==> src/i2cms_pkg.sv <==
`default_nettype none
package i2cms_pkg;

  localparam int CMD_W   = 3;
  localparam int TICKS_W = 16;
  localparam int PROD_W  = TICKS_W + 2;
  localparam int PHASE_W = 5;

  localparam logic [CMD_W-1:0] CMD_TICK  = 3'd0;
  localparam logic [CMD_W-1:0] CMD_START = 3'd1;
  localparam logic [CMD_W-1:0] CMD_STOP  = 3'd2;
  localparam logic [CMD_W-1:0] CMD_WRITE = 3'd3;
  localparam logic [CMD_W-1:0] CMD_READ  = 3'd4;
  localparam logic [CMD_W-1:0] CMD_ACK   = 3'd5;

  localparam logic [TICKS_W-1:0] TICKS_RESET = 16'd72;

  typedef struct packed {
    logic       rejected;
    logic       nack_seen;
    logic [7:0] read_byte;
    logic       done_res;
    logic       busy_res;
    logic       sda_driving;
    logic       sda_level;
    logic       scl_level;
  } result_t;

endpackage
`default_nettype wire

==> src/i2c_master_bit_sequencer_top.sv <==
`default_nettype none
// Channel   Direction  Payload (lowest bit first)
// s_*       in         tdata: data_byte[7:0], ack_bit, sda_sample; tuser: command[2:0]
// m_*       out        tdata: scl, sda, sda_driving, busy, done, read_byte[7:0], nack, rejected
// cfg_*     in         data: ticks_per_us[15:0]
//
// Each item is decoded and the sequencer state updated at the
// accepting edge, and the result sits in the output register from the next cycle.
// A new item is taken every cycle while the output register is empty or being taken.
// Synchronous reset clears the sequencer to idle with SCL and SDA driven high.
// A stalled output holds the result and stops input acceptance.
module i2c_master_bit_sequencer_top #(
  parameter int DELAY_COUNT_WIDTH = 20
) (
  input  wire logic                             clk,
  input  wire logic                             rst,
  input  wire logic                             s_tvalid,
  output      logic                             s_tready,
  input  wire logic [15:0]                      s_tdata,  // data_byte, ack_bit, sda_sample
  input  wire logic [i2cms_pkg::CMD_W-1:0]      s_tuser,  // command
  output      logic                             m_tvalid,
  input  wire logic                             m_tready,
  output      logic [15:0]                      m_tdata,  // see table above
  input  wire logic                             cfg_valid,
  output      logic                             cfg_ready,
  input  wire logic [i2cms_pkg::TICKS_W-1:0]    cfg_data
);
  import i2cms_pkg::*;

  localparam int DW = DELAY_COUNT_WIDTH;
  localparam logic [31:0] DMAX = 32'((64'd1 << DW) - 64'd1);

  localparam logic [PHASE_W-1:0] PH_IDLE    = 5'd0;
  localparam logic [PHASE_W-1:0] PH_ST1     = 5'd1;
  localparam logic [PHASE_W-1:0] PH_ST2     = 5'd2;
  localparam logic [PHASE_W-1:0] PH_SP1     = 5'd3;
  localparam logic [PHASE_W-1:0] PH_SP2     = 5'd4;
  localparam logic [PHASE_W-1:0] PH_SP3     = 5'd5;
  localparam logic [PHASE_W-1:0] PH_WB_LOW  = 5'd6;
  localparam logic [PHASE_W-1:0] PH_WB_DATA = 5'd7;
  localparam logic [PHASE_W-1:0] PH_WB_HIGH = 5'd8;
  localparam logic [PHASE_W-1:0] PH_WA_PRE  = 5'd9;
  localparam logic [PHASE_W-1:0] PH_WA_REL  = 5'd10;
  localparam logic [PHASE_W-1:0] PH_WA_HIGH = 5'd11;
  localparam logic [PHASE_W-1:0] PH_WA_END  = 5'd12;
  localparam logic [PHASE_W-1:0] PH_RB_PRE  = 5'd13;
  localparam logic [PHASE_W-1:0] PH_RB_REL  = 5'd14;
  localparam logic [PHASE_W-1:0] PH_RB_HIGH = 5'd15;
  localparam logic [PHASE_W-1:0] PH_RB_LOW  = 5'd16;
  localparam logic [PHASE_W-1:0] PH_AK1     = 5'd17;
  localparam logic [PHASE_W-1:0] PH_AK2     = 5'd18;
  localparam logic [PHASE_W-1:0] PH_AK3     = 5'd19;
  localparam logic [PHASE_W-1:0] PH_AK4     = 5'd20;

  logic [TICKS_W-1:0] ticks_per_us;
  logic [PHASE_W-1:0] phase, phase_next;
  logic [2:0]         bit_index, bit_index_next;
  logic [7:0]         shift_byte, shift_byte_next;
  logic [DW-1:0]      delay_left, delay_left_next;
  logic               scl_reg, scl_reg_next;
  logic               sda_reg, sda_reg_next;
  logic               sda_drive_reg, sda_drive_reg_next;
  logic               nack_reg, nack_reg_next;
  logic               ack_value, ack_value_next;
  logic [7:0]         read_latch, read_latch_next;
  logic               done, rej;
  logic               accept;
  result_t            res;

  logic [DW-1:0] d1, d2, d4;

  logic [CMD_W-1:0] cmd;
  logic [7:0]       data_byte;
  logic             ack_bit;
  logic             sda_sample;

  assign cmd        = s_tuser;
  assign data_byte  = s_tdata[7:0];
  assign ack_bit    = s_tdata[8];
  assign sda_sample = s_tdata[9];

  function automatic logic [DW-1:0] scale_delay(input logic [PROD_W-1:0] prod);
    logic [31:0] p;
    logic [31:0] v;
    p = 32'(prod);
    v = p;
    if (p == 32'd0) begin
      v = 32'd1;
    end else if (p > DMAX) begin
      v = DMAX;
    end
    return DW'(v);
  endfunction

  assign d1 = scale_delay(PROD_W'(ticks_per_us));
  assign d2 = scale_delay(PROD_W'({ticks_per_us, 1'b0}));
  assign d4 = scale_delay(PROD_W'({ticks_per_us, 2'b00}));

  assign s_tready  = !m_tvalid || m_tready;
  assign cfg_ready = 1'b1;
  assign accept    = s_tvalid && s_tready;

  always_comb begin
    phase_next         = phase;
    bit_index_next     = bit_index;
    shift_byte_next    = shift_byte;
    delay_left_next    = delay_left;
    scl_reg_next       = scl_reg;
    sda_reg_next       = sda_reg;
    sda_drive_reg_next = sda_drive_reg;
    nack_reg_next      = nack_reg;
    ack_value_next     = ack_value;
    read_latch_next    = read_latch;
    done               = 1'b0;
    rej                = 1'b0;

    if (cmd == CMD_TICK) begin
      if (phase != PH_IDLE) begin
        if (delay_left > DW'(1)) begin
          delay_left_next = delay_left - DW'(1);
        end else begin
          unique case (phase)
            PH_ST1: begin
              sda_reg_next = 1'b0; delay_left_next = d2; phase_next = PH_ST2;
            end
            PH_SP1: begin
              scl_reg_next = 1'b1; delay_left_next = d2; phase_next = PH_SP2;
            end
            PH_SP2: begin
              sda_reg_next = 1'b1; delay_left_next = d2; phase_next = PH_SP3;
            end
            PH_WB_LOW: begin
              sda_reg_next    = shift_byte[3'd7 - bit_index];
              delay_left_next = d1;
              phase_next      = PH_WB_DATA;
            end
            PH_WB_DATA: begin
              scl_reg_next = 1'b1; delay_left_next = d4; phase_next = PH_WB_HIGH;
            end
            PH_WB_HIGH: begin
              scl_reg_next    = 1'b0;
              delay_left_next = d1;
              if (bit_index != 3'd7) begin
                bit_index_next = bit_index + 3'd1;
                phase_next     = PH_WB_LOW;
              end else begin
                phase_next = PH_WA_PRE;
              end
            end
            PH_WA_PRE: begin
              sda_reg_next = 1'b1; delay_left_next = d1; phase_next = PH_WA_REL;
            end
            PH_WA_REL: begin
              sda_drive_reg_next = 1'b0;
              scl_reg_next       = 1'b1;
              delay_left_next    = d2;
              phase_next         = PH_WA_HIGH;
            end
            PH_WA_HIGH: begin
              nack_reg_next   = sda_sample;
              scl_reg_next    = 1'b0;
              delay_left_next = d1;
              phase_next      = PH_WA_END;
            end
            PH_RB_PRE: begin
              sda_reg_next = 1'b1; delay_left_next = d1; phase_next = PH_RB_REL;
            end
            PH_RB_REL: begin
              sda_drive_reg_next = 1'b0;
              bit_index_next     = 3'd0;
              scl_reg_next       = 1'b1;
              delay_left_next    = d1;
              phase_next         = PH_RB_HIGH;
            end
            PH_RB_HIGH: begin
              shift_byte_next = {shift_byte[6:0], sda_sample};
              scl_reg_next    = 1'b0;
              delay_left_next = d4;
              phase_next      = PH_RB_LOW;
            end
            PH_RB_LOW: begin
              if (bit_index != 3'd7) begin
                bit_index_next  = bit_index + 3'd1;
                scl_reg_next    = 1'b1;
                delay_left_next = d1;
                phase_next      = PH_RB_HIGH;
              end else begin
                read_latch_next = shift_byte;
                phase_next      = PH_IDLE;
                delay_left_next = '0;
                done            = 1'b1;
              end
            end
            PH_AK1: begin
              sda_reg_next = ack_value; delay_left_next = d1; phase_next = PH_AK2;
            end
            PH_AK2: begin
              scl_reg_next = 1'b1; delay_left_next = d2; phase_next = PH_AK3;
            end
            PH_AK3: begin
              scl_reg_next = 1'b0; delay_left_next = d1; phase_next = PH_AK4;
            end
            PH_ST2: begin
              scl_reg_next    = 1'b0;
              phase_next      = PH_IDLE;
              delay_left_next = '0;
              done            = 1'b1;
            end
            default: begin
              phase_next      = PH_IDLE;
              delay_left_next = '0;
              done            = 1'b1;
            end
          endcase
        end
      end
    end else if (cmd <= CMD_ACK) begin
      if (phase != PH_IDLE) begin
        rej = 1'b1;
      end else begin
        unique case (cmd)
          CMD_START: begin
            sda_drive_reg_next = 1'b1;
            scl_reg_next       = 1'b1;
            sda_reg_next       = 1'b1;
            delay_left_next    = d2;
            phase_next         = PH_ST1;
          end
          CMD_STOP: begin
            sda_drive_reg_next = 1'b1;
            scl_reg_next       = 1'b0;
            sda_reg_next       = 1'b0;
            delay_left_next    = d2;
            phase_next         = PH_SP1;
          end
          CMD_WRITE: begin
            sda_drive_reg_next = 1'b1;
            shift_byte_next    = data_byte;
            bit_index_next     = 3'd0;
            scl_reg_next       = 1'b0;
            delay_left_next    = d1;
            phase_next         = PH_WB_LOW;
          end
          CMD_READ: begin
            shift_byte_next = 8'd0;
            bit_index_next  = 3'd0;
            scl_reg_next    = 1'b0;
            delay_left_next = d1;
            phase_next      = PH_RB_PRE;
          end
          default: begin
            ack_value_next     = ack_bit;
            scl_reg_next       = 1'b0;
            sda_drive_reg_next = 1'b1;
            delay_left_next    = d1;
            phase_next         = PH_AK1;
          end
        endcase
      end
    end
  end

  always_comb begin
    res.scl_level   = scl_reg_next;
    res.sda_level   = sda_reg_next;
    res.sda_driving = sda_drive_reg_next;
    res.busy_res    = phase_next != PH_IDLE;
    res.done_res    = done;
    res.read_byte   = read_latch_next;
    res.nack_seen   = nack_reg_next;
    res.rejected    = rej;
  end

  always_ff @(posedge clk) begin
    if (rst) begin
      ticks_per_us  <= TICKS_RESET;
      phase         <= PH_IDLE;
      bit_index     <= 3'd0;
      shift_byte    <= 8'd0;
      delay_left    <= '0;
      scl_reg       <= 1'b1;
      sda_reg       <= 1'b1;
      sda_drive_reg <= 1'b1;
      nack_reg      <= 1'b0;
      ack_value     <= 1'b0;
      read_latch    <= 8'd0;
      m_tvalid      <= 1'b0;
    end else begin
      if (cfg_valid) begin
        ticks_per_us <= cfg_data;
      end
      if (accept) begin
        phase         <= phase_next;
        bit_index     <= bit_index_next;
        shift_byte    <= shift_byte_next;
        delay_left    <= delay_left_next;
        scl_reg       <= scl_reg_next;
        sda_reg       <= sda_reg_next;
        sda_drive_reg <= sda_drive_reg_next;
        nack_reg      <= nack_reg_next;
        ack_value     <= ack_value_next;
        read_latch    <= read_latch_next;
        m_tvalid      <= 1'b1;
      end else if (m_tready) begin
        m_tvalid <= 1'b0;
      end
    end
  end

  always_ff @(posedge clk) begin
    if (accept) begin
      m_tdata <= 16'(res);
    end
  end

endmodule
`default_nettype wire
==> config.mk <==
export PLATFORM = sky130hd
export DESIGN_NAME = i2c_master_bit_sequencer_top
export DESIGN_NICKNAME = d
export VERILOG_FILES = /design/src/i2cms_pkg.sv /design/src/i2c_master_bit_sequencer_top.sv
export SDC_FILE = /design/constraint.sdc
export NUM_CORES = 1
export LEC_CHECK = 0
export ABC_AREA = 1
export CORE_ASPECT_RATIO = 1.75
export CORE_UTILIZATION = 65
export DETAILED_ROUTE_END_ITERATION = 10
export DONT_BUFFER_PORTS = 1
export PLACE_DENSITY_LB_ADDON = 0.1
export SLEW_MARGIN = 5
export SYNTH_ARGS = -nofsm -noshare
export SYNTH_HDL_FRONTEND = slang
export SYNTH_SLANG_ARGS = --single-unit
==> constraint.sdc <==
create_clock -name clk -period 6.1 [get_ports clk]
set_input_delay 1.525 -clock clk [delete_from_list [all_inputs] [get_ports clk]]
set_output_delay 1.525 -clock clk [all_outputs]
set_load 0.03 [all_outputs]
==> summary.txt, run 1 <==
Final layout
  – Fillers: 746
  – Fin nets: 907
  – Area delta synth->final: 4.23%
  – Biggest registers after layout: delay_left (20), ticks_per_us (16), m_tdata (15)
  – Max reg flops: 20
  – Final instance area: 5980 um^2
  – Share of cells above drive strength 1: 8.87%
  – Reg with most FFs: delay_left
  – Diodes inserted: 0
  – Final core utilization: 69.4%

Run status
  – Status: completed

Timing
  – Part of the cycle the worst path needs: 59.0%
  – Relative slew slack: 43.7%
  – Worst clock skew: 7.28 ps
  – Peak Freq: 278 MHz
  – Final setup fails: 0
  – Worst-margin pin slew: 844 ps
  – Min Tclk post-route: 3600 ps
  – RSZ-0062 raised after global routing: false
  – Final hold violation count: 0
  – Max Slew Vio Count: 0
  – Setup TNS Final: 0 ps

Setup path
  – Worst Setup End Kind: flop
  – CP max FO: 42
  – Critical path capture point: bit_index[0]
  – Worst EP required: 6340 ps
  – FF-to-FF path depth: 8
  – Critical path class: input port to flop
  – Crit path from: s_tuser[0]
  – Startpoint types: input port
  – R2r startpoint: bit_index[0]
  – Worst reg-to-reg setup slack: 3180 ps
  – Worst EP arrival: 3840 ps
  – Worst flop-to-flop path endpoint: delay_left[6]

Synth
  – Area share of the largest cell type after synthesis: 23.0%
  – Most frequent cell after synthesis: nand2_1
  – Post-synth top flop: dfxtp_1
  – Syn Area/Cell: 6.43 um^2
  – Flops & latches, synth: 81
  – Sequential area share after synthesis: 30.9%
  – Post-synth EDFFs: 15
  – Syn Inst Count: 892
  – Post-synth top cells: nand2_1 (229), a21oi_1 (89), inv_1 (88)
  – Largest area contributor in the netlist: dfxtp_1
  – Cell Area, Synth: 5730 um^2
  – Asr flop ratio synth: 0%
  – Synth Warn #: 0
  – Synthesized Nets: 936
  – Cell variety after synth: 44
  – Synth area leaders: dfxtp_1 (23%), nand2_1 (15%), edfxtp_1 (7.9%)

Global routing
  – Initial antenna violation count: 0
  – First-pass GRT wire length: 27100 um
  – Largest net degree at the start of global routing: 43
  – GRT overflow: 0
  – Gr usage total: 39.1%
  – Vias in the first global route: 5738

Flow run
  – Max cap viols: 0

Route
  – Vias per inst: 6.06
  – Post-Route WL: 17500 um
  – Number of remaining DRC errors: 0
  – Iter 0 DRT Violations: 386
  – Via count: 5966
  – TritonRoute pass-1 iters: 7
  – WL per Instance: 17.7 um
  – ANT nets after route: 0

Clocking
  – Reg clk slew, reported paths: 60 ps
  – Num CTS Buffers: 9
  – Setup Fix Bufs, Post-CTS: 0
  – Worst skew pair latency: 350 ps
  – CTS tree: built
  – # clock sinks: 81
  – Htree depth: 3
  – Root Driver: clkbuf_16
  – Post-cts resize count: 0
  – Hold_buf cts: 0
  – Clk buf depth: 2

Pwr
  – Peak supply drop: 0.000238 V
  – Sw Ratio: 37.0%
  – Gate power share: 29.2%
  – Tot Pwr: 1.74 mW
  – Int Power: 1.10 mW
  – Pwr dens: 292 nW/um^2
  – Clk pwr share: 33.6%
  – Sequential share of power: 37.3%
  – Leak pwr: 2.64 nW
  – Net switching power: 0.644 mW

Floorplanning
  – IO Pins: 59
  – Die W: 73.0 um
  – Die Y: 126 um
  – Die area: 9210 um^2
  – Row count: 45
  – Initial Util: 66.6%
  – Core ar.: 8610 um^2

Placement
  – Hpwl dp: 12600 um
  – RePlAce Congestion: 1.04
  – Cell Area, Placed: 5660 um^2
  – PortBufs: 0

Worst hold path
  – Hold crit path type: flop to flop
power groups by stage:
| stage | Clock [mW] | Sequential [mW] | Combinational [mW] |
|---|---|---|---|
| 2_1_floorplan | 0 | 0.644 | 0.415 |
| 5_1_grt | 0.608 | 0.654 | 0.557 |
| 3_3_place_gp | 0 | 0.658 | 0.485 |
| 4_1_cts | 0.587 | 0.648 | 0.501 |
| 3_5_place_dp | 0 | 0.660 | 0.496 |
| 6_report | 0.585 | 0.650 | 0.509 |
layout by cell type (no fill, tap or decap), drive strengths merged, types with 5 or more instances in the layout:
| cell | Yosys | layout |
|---|---|---|
| a21oi | 90 | 90 |
| clkbuf | 18 | 9 |
| inv | 101 | 102 |
| dfxtp | 66 | 66 |
| nor2 | 91 | 91 |
| xor2 | 6 | 6 |
| o22ai | 12 | 12 |
| nand4 | 12 | 12 |
| nor3 | 15 | 15 |
| nand3b | 6 | 6 |
| nand3 | 45 | 45 |
| nand2 | 246 | 246 |
| xnor2 | 5 | 5 |
| edfxtp | 15 | 15 |
| o21ai | 113 | 113 |
area by class of cell:
type                    count  area, um^2  area share, %
multi-input cells         667        3340           55.8
flip-flops and latches     81        1770           29.6
inverters                 102         388           6.49
clock buffers               9         225           3.77
well taps                 117         146           2.45
clock inverters             7        93.8           1.57
repair buffers              2        15.0          0.251
critical path, stage by stage:
cell and delay, ps:
nor2_1 280, nand2_2 450, inv_2 720, nand2_1 250, o22ai_1 170, nor3_1 90
nand2_1 150, inv_2 60, nor2_1 80, nor2_1 50
kinds of logic (layout without fill, tap and decap cells):
group	Yosys count	count (layout)	synth area share, %
other cells	2	2	0.131
fa+ha+maj	4	4	0.873
simple gates	420	420	33.9
buf+inv	144	120	10.9
compound gates	230	230	21.6
xor+xnor	11	11	1.68
flops	81	81	30.9
metal layers:
layer / global-route usage [%] / vias to the layer above / wire length, um
met5: 0 / - / 0
met4: 34.8 / 0 / 1610
met3: 6.96 / 109 / 907
met2: 71.1 / 256 / 9200
met1: 34.9 / 2734 / 5740
li1: - / 2867 / -
stage by stage:
stage / hold slack (ps) / worst slack (ps) / instances
after floorplan: 434 / 2790 / 892
after global placement: 448 / 2160 / 969
after detailed placement: 457 / 2140 / 969
after CTS: 473 / 2490 / 985
after global routing: 510 / 2250 / 985
final: 470 / 2500 / 985
worst min-delay path by stage:
stage,startpoint,slack [ps],depth (start not counted),to
6_report,sda_reg,470,2,sda_reg
5_1_grt,sda_reg,510,2,sda_reg
4_1_cts,sda_reg,470,2,sda_reg
3_3_place_gp,sda_reg,450,2,sda_reg
3_5_place_dp,sda_reg,460,2,sda_reg
2_1_floorplan,sda_drive_reg,430,2,sda_drive_reg
No activity file was read; power rests on OpenSTA's default activity.
==> run 2, diff against run 1 <==
--- a/config.mk
+++ b/config.mk
@@ -7,7 +7,7 @@
 export LEC_CHECK = 0
 export ABC_AREA = 1
 export CORE_ASPECT_RATIO = 1.75
-export CORE_UTILIZATION = 65
+export CORE_UTILIZATION = 59
 export DETAILED_ROUTE_END_ITERATION = 10
 export DONT_BUFFER_PORTS = 1
 export PLACE_DENSITY_LB_ADDON = 0.1
==> constraint.sdc (replaced) <==
create_clock -name clk -period 3.1 [get_ports clk]
set_input_delay 0.775 -clock clk [delete_from_list [all_inputs] [get_ports clk]]
set_output_delay 0.775 -clock clk [all_outputs]
set_load 0.03 [all_outputs]
==> summary.txt, run 2 (same netlist as run 1, synthesis figures left out) <==
Final layout
  – Non-Filler Instances: 998
  – Max reg flops: 20
  – Fillers: 900
  – Fin nets: 915
  – Area delta synth->final: 5.11%
  – Reg with most FFs: delay_left
  – Final core utilization: 63.6%
  – Share of cells above drive strength 1: 9.82%
  – Biggest registers after layout: delay_left (20), ticks_per_us (16), m_tdata (15)
  – Multi-input gate area: 3340 um^2
  – Most common cell after layout, fill and taps aside: nand2_1
  – Diodes inserted: 0
  – Most frequent cells in the layout: nand2_1 (229), a21oi_1 (89), inv_1 (88)
  – Seq. cell area: 1770 um^2

Setup path
  – Delay-heaviest family, CP: simple AND/OR/NAND/NOR gates
  – Worst EP arrival: 2670 ps
  – Worst flop-to-flop path endpoint: delay_left[6]
  – Startpoint types: flop
  – Worst Setup End Kind: flop
  – CP max FO: 11
  – CP bufs+invs: 1
  – FF-to-FF path depth: 8
  – Slowest cell on the critical path: dfxtp_1
  – Worst EP required: 3330 ps
  – R2r startpoint: bit_index[0]
  – Critical path class: flop to flop
  – CP peak stage delay: 530 ps
  – Cells along the critical path: ha_1 -> ha_1 -> nor2_1 -> nand3b_2 -> inv_1 -> o21ai_0 -> a21oi_1 -> nor2_1
  – Worst reg-to-reg setup slack: 650 ps

Global routing
  – Vias in the first global route: 5856
  – Initial antenna violation count: 0
  – First-pass GRT wire length: 28800 um
  – GRT overflow: 0
  – Gr usage total: 36.8%
  – Largest net degree at the start of global routing: 39

Worst hold path
  – Hold path cells: 2
  – Worst Hold Launch: sda_reg
  – Hold crit path type: flop to flop
  – Hold Path End: sda_reg

Clocking
  – CTS tree: built
  – Root Driver: clkbuf_16
  – Post-cts resize count: 0
  – Hold_buf cts: 0
  – Num CTS Buffers: 9
  – Htree depth: 3
  – Clk buf depth: 2
  – Setup Fix Bufs, Post-CTS: 0
  – Reg clk slew, reported paths: 60 ps
  – # clock sinks: 81
  – Worst skew pair latency: 340 ps

Timing
  – Peak Freq: 409 MHz
  – Worst clock skew: 7.84 ps
  – Final setup fails: 0
  – Part of the cycle the worst path needs: 79.0%
  – Max Slew Vio Count: 0
  – Final hold violation count: 0
  – Relative slew slack: 46.8%
  – RSZ-0062 raised after global routing: false
  – Min Tclk post-route: 2450 ps
  – Worst-margin pin slew: 798 ps
  – Setup TNS Final: 0 ps

Placement
  – Placed cell count: 982
  – PortBufs: 0
  – Hpwl dp: 13700 um
  – RePlAce Congestion: 0.954

Route
  – Routed met3 length: 598 um
  – Vias per inst: 5.97
  – WL per Instance: 18.2 um
  – Met1 Wirelength: 6090 um
  – Top Layer Used: met4
  – Iter 0 DRT Violations: 422
  – TritonRoute pass-1 iters: 5
  – ANT nets after route: 0
  – Routed wl met2: 10000 um
  – Number of remaining DRC errors: 0
  – Via count: 5959
  – Post-Route WL: 18200 um

Floorplanning
  – Row count: 47
  – Die area: 10100 um^2
  – Die W: 76.5 um
  – IO Pins: 59
  – Initial Util: 60.6%
  – Die Y: 132 um
  – Core ar.: 9470 um^2

Pwr
  – Leak pwr: 2.66 nW
  – Pwr dens: 563 nW/um^2
  – Peak supply drop: 0.000325 V

Run status
  – Status: completed

Flow run
  – Max cap viols: 0
==> run 2: worst register-to-register path, cell delays in order, from the launching register on <==
cell and delay (ps):
dfxtp_1 530, ha_1 210, ha_1 330, nor2_1 190, nand3b_2 410, inv_1 170, o21ai_0 130, a21oi_1 280
nor2_1 80
==> run 2: per-layer routing <==
metal  GRT usage (%)  vias up
met5               0        -
met3            4.43       83
met1            34.0     2768
met4            30.3        0
met2            70.3      222
li1                -     2886
==> run 2: worst max path at each step <==
stage / startpoint / to / slack, ps / cells past startpoint
after floorplan: m_tready / delay_left[8] / 590 / 12
after global placement: m_tready / delay_left[8] / 480 / 11
after detailed placement: m_tready / delay_left[18] / 450 / 8
after CTS: m_tvalid / delay_left[18] / 660 / 7
after global routing: delay_left[0] / m_tdata[3] / 490 / 12
final: bit_index[0] / delay_left[6] / 650 / 8
==> run 2: stage by stage <==
stage	hold WS, ps	setup WS [ps]	instance area (um^2)	total power, mW
final	476	652	6030	3.39
after floorplan	434	586	5730	2.08
after CTS	478	658	6030	3.38
after global routing	489	493	6030	3.55
after global placement	447	482	5720	2.27
after detailed placement	461	447	5720	2.29
==> run 2: cell type report <==
| cell class | instances | area share, % |
|---|---|---|
| Clock buffer | 9 | 3.74 |
| Tap cell | 122 | 2.53 |
| Inverter | 102 | 6.44 |
| Timing Repair Buffer | 10 | 1.25 |
| Clock inverter | 7 | 1.29 |
| Sequential cell | 81 | 29.4 |
| Multi-Input combinational cell | 667 | 55.4 |
==> run 2: power breakdown <==
group | switching, mW | internal [mW]
sequential | 0.121 | 1.16
clock | 0.469 | 0.630
combinational | 0.710 | 0.306
total | 1.30 | 2.09
==> run 3, diff against run 2 <==
--- a/config.mk
+++ b/config.mk
@@ -5,9 +5,9 @@
 export SDC_FILE = /design/constraint.sdc
 export NUM_CORES = 1
 export LEC_CHECK = 0
-export ABC_AREA = 1
+export ABC_AREA = 0
 export CORE_ASPECT_RATIO = 1.75
-export CORE_UTILIZATION = 59
+export CORE_UTILIZATION = 58
 export DETAILED_ROUTE_END_ITERATION = 10
 export DONT_BUFFER_PORTS = 1
 export PLACE_DENSITY_LB_ADDON = 0.1
==> constraint.sdc (replaced) <==
create_clock -name clk -period 2.1 [get_ports clk]
set_input_delay 0.525 -clock clk [delete_from_list [all_inputs] [get_ports clk]]
set_output_delay 0.525 -clock clk [all_outputs]
set_load 0.03 [all_outputs]
==> summary.txt, run 3 <==
Synth
  – Cell Area, Synth: 5280 um^2
  – Cell variety after synth: 77
  – Post-synth top flop: dfxtp_1
  – Most frequent cell after synthesis: dfxtp_1
  – Post-synth top cells: dfxtp_1 (66), nor2_1 (62), nand2_1 (54)
  – Syn Area/Cell: 8.28 um^2
  – Post-synth EDFFs: 15
  – Syn Inst Count: 638
  – Flops & latches, synth: 81
  – Synthesized Nets: 682
  – Synth area leaders: dfxtp_1 (25%), edfxtp_1 (8.5%), mux2i_1 (4.9%)
  – Largest area contributor in the netlist: dfxtp_1
  – Area share of the largest cell type after synthesis: 25.0%
  – Sequential area share after synthesis: 33.5%
  – Asr flop ratio synth: 0%
  – Synth Warn #: 0

Setup path
  – Slowest cell on the critical path: dfxtp_4
  – CP dominant cell by count: buf_6
  – Worst Setup End Kind: flop
  – CP peak stage delay: 390 ps
  – Startpoint types: flop
  – Worst EP required: 2360 ps
  – Critical path class: flop to flop
  – Worst reg-to-reg setup slack: -390 ps
  – CP bufs+invs: 4
  – Delay-heaviest family, CP: compound AO/OA/AOI/OAI gates
  – Cells along the critical path: buf_6 -> buf_6 -> nor4_4 -> nand2_2 -> buf_6 -> a21o_1 -> a221oi_4 -> buf_12 -> nor2_4 -> a211oi_2
  – CP max FO: 8
  – Worst EP arrival: 2750 ps

Route
  – Iter 0 DRT Violations: 1060
  – Number of remaining DRC errors: 0
  – Post-Route WL: 23400 um
  – ANT nets after route: 0
  – TritonRoute pass-1 iters: 9
  – WL per Instance: 25.9 um
  – Via count: 6618
  – Vias per inst: 7.33

Final layout
  – Max reg flops: 20
  – Area delta synth->final: 46.8%
  – Biggest registers after layout: delay_left (20), ticks_per_us (16), m_tdata (15)
  – Non-Filler Instances: 903
  – Final instance area: 7760 um^2
  – Final core utilization: 88.3%
  – Share of cells above drive strength 1: 42.2%
  – Most common cell after layout, fill and taps aside: buf_4
  – Fin nets: 824
  – Most frequent cells in the layout: buf_4 (144), dfxtp_1 (55), nand2_1 (49)
  – Reg with most FFs: delay_left

Global routing
  – Largest net degree at the start of global routing: 64
  – Gr usage total: 43.8%
  – GRT overflow: 0
  – Vias in the first global route: 6113
  – Initial antenna violation count: 1
  – First-pass GRT wire length: 31100 um

Timing
  – Setup TNS Final: -12310 ps
  – Final hold violation count: 0
  – Part of the cycle the worst path needs: 119%
  – Worst clock skew: 11.5 ps
  – RSZ-0062 raised after global routing: true
  – Final setup fails: 57
  – Max Slew Vio Count: 0
  – Final setup margin: -394 ps
  – Worst hold margin: 249 ps
  – Min Tclk post-route: 2490 ps
  – Peak Freq: 401 MHz
  – Worst-margin pin slew: 583 ps
  – Relative slew slack: 61.0%

Flow run
  – Max cap viols: 0

Floorplanning
  – Die Y: 128 um
  – IO Pins: 59
  – Die area: 9510 um^2
  – Initial Util: 60.2%
  – Core ar.: 8780 um^2
  – Row count: 45
  – Die W: 74.2 um

Placement
  – DP Worst Slack: -350 ps
  – Hpwl dp: 13700 um
  – Placed cell count: 847
  – Cell Area, Placed: 6370 um^2
  – PortBufs: 0
  – RePlAce Congestion: 1.02

Run status
  – Failing checks: setup timing
  – Status: complete, but fails checks

Worst hold path
  – Hold crit path type: input port to flop

Pwr
  – Peak supply drop: 0.000633 V
  – Pwr dens: 740 nW/um^2
  – Leak pwr: 3.02 nW
  – Tot Pwr: 5.74 mW

Clocking
  – Htree depth: 3
  – Root Driver: clkbuf_16
  – Worst skew pair latency: 350 ps
  – Reg clk slew, reported paths: 70 ps
  – Hold_buf cts: 0
  – # clock sinks: 81
  – CTS tree: built
  – Clk buf depth: 2
  – Num CTS Buffers: 9
==> run 3: cell types whose count changed after synthesis, sizes merged, moves of 11 or more <==
cell / change
a21oi: -42
nor2: -28
o21ai: -79
a31oi: +12
clkbuf: +18
mux2i: +26
inv: -91
a211oi: +17
nor3b: +11
a222oi: +13
nand2: -192
nand3: -30
nor4: +12
==> run 3: path summary, 6_finish.rpt <==
path | start | end | depth (start not counted)
worst min-delay path | rst | delay_left[1] | 1
worst min register to register | read_latch[2] | read_latch[2] | 2
worst max register to register | phase[3] | shift_byte[5] | 10
worst max-delay path | phase[3] | shift_byte[5] | 10
==> run 3: cell type report <==
| type | instances | area [um^2] |
|---|---|---|
| antenna | 1 | 2.50 |
| clock buffer | 10 | 229 |
| clock inverter | 6 | 73.8 |
| fill | 418 | 1030 |
| inverter | 11 | 48.8 |
| multi-input combinational | 490 | 3830 |
| sequential | 81 | 1800 |
| tap | 117 | 146 |
| timing repair buffer | 187 | 1620 |
==> run 3: cell families (layout without fill, tap and decap cells) <==
logic type	after synthesis	in the layout	share of synthesized area [%]
buf+inv	68	214	5.78
mux	38	38	7.91
compound gates	201	202	26.5
simple gates	235	235	23.7
fa+ha+maj	4	4	0.947
other cells	2	3	0.142
xor+xnor	9	9	1.49
flops	81	81	33.5
==> run 3: worst register-to-register path: stages, from the launching register on <==
cell,delay (ps)
dfxtp_4,390
buf_6,140
buf_6,120
nor4_4,370
nand2_2,200
buf_6,170
a21o_1,210
a221oi_4,370
buf_12,210
nor2_4,50
a211oi_2,190
==> run 3: repair_timing <==
item                                    4_1_cts  5_1_grt
cloned                                        2        0
setup buffers                                25       17
pin swaps                                    33       51
endpoints found under the setup margin       57       58
resized for setup                            83       93
==> run 3: layer usage <==
metal | up-vias | GRT usage (%) | share of wire (%)
li1 | 2723 | - | -
met1 | 3067 | 40.0 | 31
met2 | 580 | 77.0 | 49
met3 | 248 | 11.2 | 9.5
met4 | 0 | 37.7 | 11
met5 | - | 0 | 0
==> run 3: where the power goes <==
part / internal [mW] / leakage [nW] / switching (mW)
registers: 1.67 / 0.688 / 0.165
logic: 1.03 / 2.19 / 1.23
clock network: 0.937 / 0.141 / 0.698
total: 3.64 / 3.02 / 2.10
